[config.mk]
export PLATFORM = sky130hd
export DESIGN_NAME = two_phase_line_debouncer_flat
export DESIGN_NICKNAME = d
export VERILOG_FILES = /design/src/hdl/tpld_pkg.sv /design/src/hdl/tpld_cmd_if.sv /design/src/hdl/tpld_rsp_if.sv /design/src/hdl/tpld_cfg_if.sv /design/src/hdl/two_phase_line_debouncer.sv /design/src/flat_wrapper.sv
export SDC_FILE = /design/constraint.sdc
export NUM_CORES = 1
export LEC_CHECK = 0
export BUFFER_PORTS_ARGS = -buffer_cell sky130_fd_sc_hd__buf_4
export CAP_MARGIN = 30
export CORE_ASPECT_RATIO = 0.8
export CORE_UTILIZATION = 50
export CTS_CLUSTER_SIZE = 25
export DETAILED_ROUTE_END_ITERATION = 16
export GPL_TIMING_DRIVEN = 0
export PLACE_DENSITY = 0.69
export REMOVE_ABC_BUFFERS = 1
export SETUP_SLACK_MARGIN = 0.15
export SYNTH_ARGS = -nofsm -noshare
export SYNTH_HDL_FRONTEND = slang
export SYNTH_SLANG_ARGS = --single-unit
export TNS_END_PERCENT = 100
[constraint.sdc]
create_clock -name clk -period 4.3 [get_ports clk]
set_input_delay 0.645 -clock clk [delete_from_list [all_inputs] [get_ports clk]]
set_output_delay 0.645 -clock clk [all_outputs]
set_load 0.03 [all_outputs]
[src/hdl/tpld_pkg.sv]
// Shared types and codes for the two-phase line debouncer.
`default_nettype none

package tpld_pkg;

  localparam int REG_W = 16;
  localparam int CFG_IDX_W = 1;

  typedef enum logic [1:0] {
    OP_TICK  = 2'd0,
    OP_START = 2'd1,
    OP_STOP  = 2'd2
  } opcode_t;

  typedef enum logic [1:0] {
    MODE_IDLE   = 2'd0,
    MODE_BLANK  = 2'd1,
    MODE_WATCH  = 2'd2,
    MODE_STABLE = 2'd3
  } mode_t;

  typedef enum logic [1:0] {
    ST_UNKNOWN = 2'd0,
    ST_LOW     = 2'd1,
    ST_HIGH    = 2'd2
  } status_t;

  typedef enum logic [CFG_IDX_W-1:0] {
    CFG_OFF_TICKS   = 1'd0,
    CFG_QUIET_TICKS = 1'd1
  } cfg_index_t;

  typedef struct packed {
    logic [1:0] opcode;
    logic       line_level;
  } cmd_t;

  typedef struct packed {
    status_t line_status;
    logic    notify;
    mode_t   mode_now;
  } rsp_t;

  typedef struct packed {
    cfg_index_t        index;
    logic [REG_W-1:0]  data;
  } cfg_t;

endpackage

`default_nettype wire

[src/hdl/tpld_cmd_if.sv]
// Command channel: opcode and raw line level, valid/ready handshake.
`default_nettype none

interface tpld_cmd_if;
  import tpld_pkg::*;

  logic valid;
  logic ready;
  cmd_t payload;

  modport source (output valid, output payload, input ready);
  modport sink   (input valid, input payload, output ready);
endinterface

`default_nettype wire

[src/hdl/tpld_rsp_if.sv]
// Result channel: status, notify and mode, valid/ready handshake.
`default_nettype none

interface tpld_rsp_if;
  import tpld_pkg::*;

  logic valid;
  logic ready;
  rsp_t payload;

  modport source (output valid, output payload, input ready);
  modport sink   (input valid, input payload, output ready);
endinterface

`default_nettype wire

[src/hdl/tpld_cfg_if.sv]
// Configuration write channel: register index and data, valid/ready handshake.
`default_nettype none

interface tpld_cfg_if;
  import tpld_pkg::*;

  logic valid;
  logic ready;
  cfg_t payload;

  modport source (output valid, output payload, input ready);
  modport sink   (input valid, input payload, output ready);
endinterface

`default_nettype wire

[src/hdl/two_phase_line_debouncer.sv]
// Top level of the two-phase line debouncer: mode sequencer and result buffer.
//
// Usage:
//   cmd  - one item per tick, start or stop command, with the raw line level.
//   rsp  - exactly one result item per command item: line_status, notify and
//          mode_now after that command.
//   cfg  - register writes (index 0 off_ticks, index 1 quiet_ticks), always
//          ready; write only while the block is idle.
// Throughput: one item per cycle while the skid register is empty; the
// mode/count update is a single compare-and-decrement between the state
// registers, so back-to-back items run at full rate unless rsp stalls.
// Stalls: results sit in an output register backed by a one-entry skid
// register; cmd.ready drops only when both are full, and no item is lost.
// Reset: mode idle, status unknown, count and sampled level zero, both
// period registers one, result buffer empty.
`default_nettype none

module two_phase_line_debouncer #(
  parameter int COUNT_WIDTH = 16
) (
  input wire logic clk,
  input wire logic rst,
  tpld_cmd_if.sink   cmd,
  tpld_rsp_if.source rsp,
  tpld_cfg_if.sink   cfg
);
  import tpld_pkg::*;

  // Period registers
  logic [REG_W-1:0] off_ticks;
  logic [REG_W-1:0] quiet_ticks;

  // Debounce state
  mode_t                  mode, mode_next;
  status_t                status_reg, status_next;
  logic [COUNT_WIDTH-1:0] tick_count, count_next;
  logic                   sampled_level, sampled_next;
  logic                   notify_c;

  // Result buffer: output register plus skid register
  rsp_t out_data;
  logic out_valid;
  rsp_t skid_data;
  logic skid_valid;

  logic cmd_acc;
  logic out_fire;
  logic lvl_change;
  logic count_le1;
  logic [COUNT_WIDTH-1:0] load_off;
  logic [COUNT_WIDTH-1:0] load_quiet;
  rsp_t res;

  assign cfg.ready = 1'b1;

  always_ff @(posedge clk) begin
    if (rst) begin
      off_ticks   <= REG_W'(1);
      quiet_ticks <= REG_W'(1);
    end else if (cfg.valid) begin
      unique case (cfg.payload.index)
        CFG_OFF_TICKS:   off_ticks   <= cfg.payload.data;
        CFG_QUIET_TICKS: quiet_ticks <= cfg.payload.data;
        default: ;
      endcase
    end
  end

  // Loaded periods saturate when the counter is narrower than the register.
  generate
    if (COUNT_WIDTH >= REG_W) begin : g_wide
      assign load_off   = COUNT_WIDTH'(off_ticks);
      assign load_quiet = COUNT_WIDTH'(quiet_ticks);
    end else begin : g_narrow
      assign load_off   = (|off_ticks[REG_W-1:COUNT_WIDTH]) ? '1
                                                            : off_ticks[COUNT_WIDTH-1:0];
      assign load_quiet = (|quiet_ticks[REG_W-1:COUNT_WIDTH]) ? '1
                                                              : quiet_ticks[COUNT_WIDTH-1:0];
    end
  endgenerate

  assign cmd.ready = !skid_valid;
  assign cmd_acc   = cmd.valid && !skid_valid;
  assign out_fire  = out_valid && rsp.ready;

  // A count of zero or one means this tick ends the phase.
  assign count_le1  = (tick_count[COUNT_WIDTH-1:1] == '0);
  assign lvl_change = ((mode == MODE_WATCH) || (mode == MODE_STABLE)) &&
                      (cmd.payload.line_level != sampled_level);

  // Next state: stop beats a change of level, which beats a timeout.
  always_comb begin
    mode_next    = mode;
    status_next  = status_reg;
    count_next   = tick_count;
    sampled_next = sampled_level;
    notify_c     = 1'b0;
    if (cmd.payload.opcode == OP_STOP) begin
      mode_next   = MODE_IDLE;
      status_next = ST_UNKNOWN;
      count_next  = '0;
    end else if (mode == MODE_IDLE) begin
      if (cmd.payload.opcode == OP_START) begin
        mode_next   = MODE_BLANK;
        status_next = ST_UNKNOWN;
        count_next  = load_off;
      end
    end else if (lvl_change) begin
      mode_next   = MODE_BLANK;
      status_next = ST_UNKNOWN;
      count_next  = load_off;
    end else if ((cmd.payload.opcode == OP_TICK) && (mode != MODE_STABLE)) begin
      if (count_le1) begin
        if (mode == MODE_BLANK) begin
          mode_next    = MODE_WATCH;
          sampled_next = cmd.payload.line_level;
          status_next  = cmd.payload.line_level ? ST_HIGH : ST_LOW;
          count_next   = load_quiet;
        end else begin
          mode_next  = MODE_STABLE;
          count_next = '0;
          notify_c   = 1'b1;
        end
      end else begin
        count_next = tick_count - COUNT_WIDTH'(1);
      end
    end
  end

  always_ff @(posedge clk) begin
    if (rst) begin
      mode          <= MODE_IDLE;
      status_reg    <= ST_UNKNOWN;
      tick_count    <= '0;
      sampled_level <= 1'b0;
    end else if (cmd_acc) begin
      mode          <= mode_next;
      status_reg    <= status_next;
      tick_count    <= count_next;
      sampled_level <= sampled_next;
    end
  end

  always_comb begin
    res.line_status = status_next;
    res.notify      = notify_c;
    res.mode_now    = mode_next;
  end

  // Result buffer; the skid register only fills when the output is stalled.
  always_ff @(posedge clk) begin
    if (rst) begin
      out_valid  <= 1'b0;
      skid_valid <= 1'b0;
    end else if (skid_valid) begin
      if (out_fire) begin
        out_data   <= skid_data;
        skid_valid <= 1'b0;
      end
    end else if (cmd_acc) begin
      if (!out_valid || out_fire) begin
        out_data  <= res;
        out_valid <= 1'b1;
      end else begin
        skid_data  <= res;
        skid_valid <= 1'b1;
      end
    end else if (out_fire) begin
      out_valid <= 1'b0;
    end
  end

  assign rsp.valid   = out_valid;
  assign rsp.payload = out_data;

  // Checks
  a_notify_stable: assert property (@(posedge clk) disable iff (rst)
    (out_valid && out_data.notify) |-> (out_data.mode_now == MODE_STABLE))
    else $error("notify raised outside stable");

  a_status_mode: assert property (@(posedge clk) disable iff (rst)
    ((mode == MODE_IDLE) || (mode == MODE_BLANK)) == (status_reg == ST_UNKNOWN))
    else $error("status does not match mode");

  a_skid_behind_out: assert property (@(posedge clk) disable iff (rst)
    skid_valid |-> out_valid)
    else $error("skid holds an item while output is empty");

  a_stop_idle: assert property (@(posedge clk) disable iff (rst)
    (cmd_acc && (cmd.payload.opcode == OP_STOP)) |=> (mode == MODE_IDLE))
    else $error("stop did not return to idle");

endmodule

`default_nettype wire

[src/flat_wrapper.sv]
// flat-port wrapper written by rule: the top's interface ports become plain ports
module two_phase_line_debouncer_flat import tpld_pkg::*;
#(
  parameter int COUNT_WIDTH = 16
)
  (clk, rst, cmd_valid, cmd_payload, cmd_ready, rsp_valid, rsp_payload, rsp_ready, cfg_valid, cfg_payload, cfg_ready);
  tpld_cmd_if cmd_i ();
  tpld_rsp_if rsp_i ();
  tpld_cfg_if cfg_i ();
  input wire logic clk;
  input wire logic rst;
  input wire logic [$bits(cmd_i.valid)-1:0] cmd_valid;
  input wire logic [$bits(cmd_i.payload)-1:0] cmd_payload;
  output wire logic [$bits(cmd_i.ready)-1:0] cmd_ready;
  output wire logic [$bits(rsp_i.valid)-1:0] rsp_valid;
  output wire logic [$bits(rsp_i.payload)-1:0] rsp_payload;
  input wire logic [$bits(rsp_i.ready)-1:0] rsp_ready;
  input wire logic [$bits(cfg_i.valid)-1:0] cfg_valid;
  input wire logic [$bits(cfg_i.payload)-1:0] cfg_payload;
  output wire logic [$bits(cfg_i.ready)-1:0] cfg_ready;
  assign cmd_i.valid = cmd_valid;
  assign cmd_i.payload = cmd_payload;
  assign cmd_ready = cmd_i.ready;
  assign rsp_valid = rsp_i.valid;
  assign rsp_payload = rsp_i.payload;
  assign rsp_i.ready = rsp_ready;
  assign cfg_i.valid = cfg_valid;
  assign cfg_i.payload = cfg_payload;
  assign cfg_ready = cfg_i.ready;
  two_phase_line_debouncer #(.COUNT_WIDTH(COUNT_WIDTH)) u_core (.clk(clk), .rst(rst), .cmd(cmd_i), .rsp(rsp_i), .cfg(cfg_i));
endmodule
==> flow_summary.toml <==
[sta]
rsz0062_at_grt = "no"
worst_pin_slew_ps = 1028
tns_ps = 0
finalHoldViolCount = 0
fin_crit_sh = 0.7389
fin_crit_ps = 3177
drv_slew = 0
slew_headroom = 0.3092
setup_viol = 0
max_freq_mhz = 314.7
finClkSkew_ps = 13.11
setup_slack_ps = 1123

[place]
dp_cells = 479
hpwl_um = 5414
place.gp.congestion = 0.8650
dp_slack_ps = 1166
port_buffers = 31

[clocking]
clkLatencyLatePin_ps = 350
numCtsBuffers = 9
cts_root_buf = "clkbuf_8"
hold_buffers = 0
h-tree-depth = 3
path_clk_slew_ps = 70
ctsResizeCount = 0
cts_setup_buffers = 0
numClockSinks = 65
cts_buffer_depth = 2
cts_tree = "done"

[min_path]
hp-class = "flop to flop"
min-delay-start = "u_core.load_quiet[9]$_SDFFE_PP0P_"
whs_endpoint = "u_core.load_quiet[9]$_SDFFE_PP0P_"
min_path_cells = 2

[flow_run]
drv_cap = 0

[synthesis]
synth_ff_type = "dfxtp_1"
synth.yosys.seq_area_share = 0.4372
synthXorXnorAreaFrac = 0.02732
synth_top_family_by_area = "simple AND/OR/NAND/NOR gates"
synthAdderAreaFrac = 0.003903
avgSynthCellArea_um2 = 8.219
yosysUniqueCellTypes = 56
synthMuxAreaShare = 0.02381
syn_inst = 390
ys_warn_count = 0
synthArstFlopShare = 0
synth_edf_count = 10
yosys.area_share.simple = 0.2451
synth_compound_area_frac = 0.2147
syn_area_um2 = 3206
ys_ff_latch = 65

[routing]
routed_wl_um = 7867
vias = 2892
drt_iter0_markers = 328
avgViaCountPerCell = 5.842
dr.pass1.iters = 5
ant_nets = 0
wl_per_cell_um = 15.89
drc = 0

[setup_path]
worst_ep_arrival_time_ps = 3270
cp_max_fo = 16
crit_required_ps = 4390
critPathKind = "flop to flop"
reg2reg_from = "u_core.tick_count[3]$_SDFFE_PP0P_"
crit_path_start_kind = "flop"
r2r_slack_ps = 1120
rr_worst_depth = 5
crit_path_end_kind = "flop"
timing.rr.end = "u_core.rsp.payload[4]$_DFFE_PP_"

[floorplan]
placementRows = 25
die_y_um = 73.62
dieWidth_um = 91.52
coreArea_um2 = 6037
ios = 33
die_area_um2 = 6737
initial_utilization = 0.5310

[cells_and_area]
fillers = 550
finalNonFillerCells = 495
seqCellArea_um2 = 1401
num_antenna_cells = 0
mostFrequentLayoutCell = "nand2_1"
fin_util = 0.6023
nets = 435
multi_input_area_um2 = 1654
drive_above_1_share = 0.1449
areaGrowthSynthToFinish_pct = 13.43
final_cell_mix = "nand2_1 (90), dfxtp_1 (55), a21oi_1 (48)"

[power]
vdd_drop_max_v = 0.0001931
pwr_density_cell_nw_per_um2 = 402.0
leakagePower_nw = 1.408

[global_route]
grt.overflow.total = 0
grt_pass1_wl_um = 13290
grt_max_degree = 44
grt_pass1_vias = 2663
antenna_found_initial = 0
grt.total_usage = 0.2563

[run_status]
outcome = "complete, no violations"
-- cell type report --
type | instances | area share
multi-input combinational | 290 | 0.4549
sequential | 65 | 0.3854
timing repair buffer | 34 | 0.07330
clock buffer | 12 | 0.03716
tap | 81 | 0.02787
clock inverter | 4 | 0.01204
inverter | 9 | 0.009291
-- worst max path at each step --
stage                                           start                               to  slack (ps)  cells past startpoint
floorplan           u_core.tick_count[3]$_SDFFE_PP0P_  u_core.rsp.payload[3]$_DFFE_PP_        1900                      5
global placement    u_core.tick_count[3]$_SDFFE_PP0P_  u_core.rsp.payload[4]$_DFFE_PP_        1240                      5
detailed placement  u_core.tick_count[3]$_SDFFE_PP0P_  u_core.rsp.payload[4]$_DFFE_PP_        1170                      5
CTS                 u_core.tick_count[3]$_SDFFE_PP0P_  u_core.rsp.payload[4]$_DFFE_PP_        1130                      5
global route        u_core.tick_count[3]$_SDFFE_PP0P_  u_core.rsp.payload[4]$_DFFE_PP_         820                      5
finish              u_core.tick_count[3]$_SDFFE_PP0P_  u_core.rsp.payload[4]$_DFFE_PP_        1120                      5
-- through the flow --
| step | instance area (um2) | power (W) | hold WS [ps] |
|---|---|---|---|
| 2_1_floorplan | 3089 | 0.0008757 | 425.8 |
| 3_3_place_gp | 3423 | 0.0009673 | 443.0 |
| 3_5_place_dp | 3457 | 0.0009791 | 447.3 |
| 4_1_cts | 3636 | 0.001467 | 456.9 |
| 5_1_grt | 3636 | 0.001539 | 484.1 |
| 6_report | 3636 | 0.001462 | 456.2 |
-- synthesized netlist by cell type (2+ instances only) --
master / number / area share
nand2_1: 90 / 0.11
dfxtp_1: 55 / 0.34
a21oi_1: 48 / 0.075
nor2_1: 26 / 0.030
clkbuf_1: 17 / 0.020
edfxtp_1: 10 / 0.094
o21ai_0: 10 / 0.016
inv_1: 8 / 0.0094
nor3_1: 6 / 0.0094
xor2_1: 6 / 0.016
a211oi_1: 5 / 0.012
a22oi_1: 5 / 0.012
buf_2: 5 / 0.0078
mux2_2: 5 / 0.018
nand2b_1: 5 / 0.0098
o21ai_1: 5 / 0.0078
o31ai_1: 5 / 0.012
and3_1: 4 / 0.0078
nand3_1: 4 / 0.0062
nor2b_1: 4 / 0.0078
xnor2_1: 4 / 0.011
a2111oi_0: 3 / 0.0082
a221o_1: 3 / 0.0094
a221oi_1: 3 / 0.0082
a311oi_1: 3 / 0.0082
a31oi_1: 3 / 0.0059
buf_4: 3 / 0.0070
nand3b_1: 3 / 0.0070
nor4_1: 3 / 0.0059
o21a_1: 3 / 0.0070
o31a_1: 3 / 0.0082
mux2i_1: 2 / 0.0062
nand4_1: 2 / 0.0039
nand4_2: 2 / 0.0078
nor3b_1: 2 / 0.0047
nor4_2: 2 / 0.0078
nor4b_1: 2 / 0.0055
o211ai_1: 2 / 0.0047
or3_1: 2 / 0.0039
-- power by group --
part	leakage (nW)	total, W	internal, W	switching [W]
sequential	0.546	0.000669	0.000644	0.0000246
combinational	0.771	0.000302	0.000110	0.000192
clock	0.0918	0.000491	0.000265	0.000226
-- worst max-delay path, stage by stage (launching register included) --
cell	delay, ps
dfxtp_1	370
nor4_2	920
nand4_2	610
o311ai_1	520
o21ai_1	190
mux2_2	310
-- routing by layer --
| metal | GRT usage | vias to the layer above | wire [um] |
|---|---|---|---|
| li1 | - | 1424 | - |
| met2 | 0.4018 | 102 | 3522 |
| met1 | 0.3527 | 1358 | 3779 |
| met3 | 0.05901 | 8 | 484 |
| met4 | 0.08113 | 0 | 81 |
| met5 | 0 | - | 0 |
-- kinds of logic (layout without fill, tap and decap cells) --
family          Yosys count  after routing
compound gates          107            107
xor+xnor                 10             10
fa+ha+maj                 1              1
buf+inv                  35             59
flops                    65             65
mux                       7              7
other cells               1              1
simple gates            164            164
Note: power is estimated with default switching activity, not from simulation.
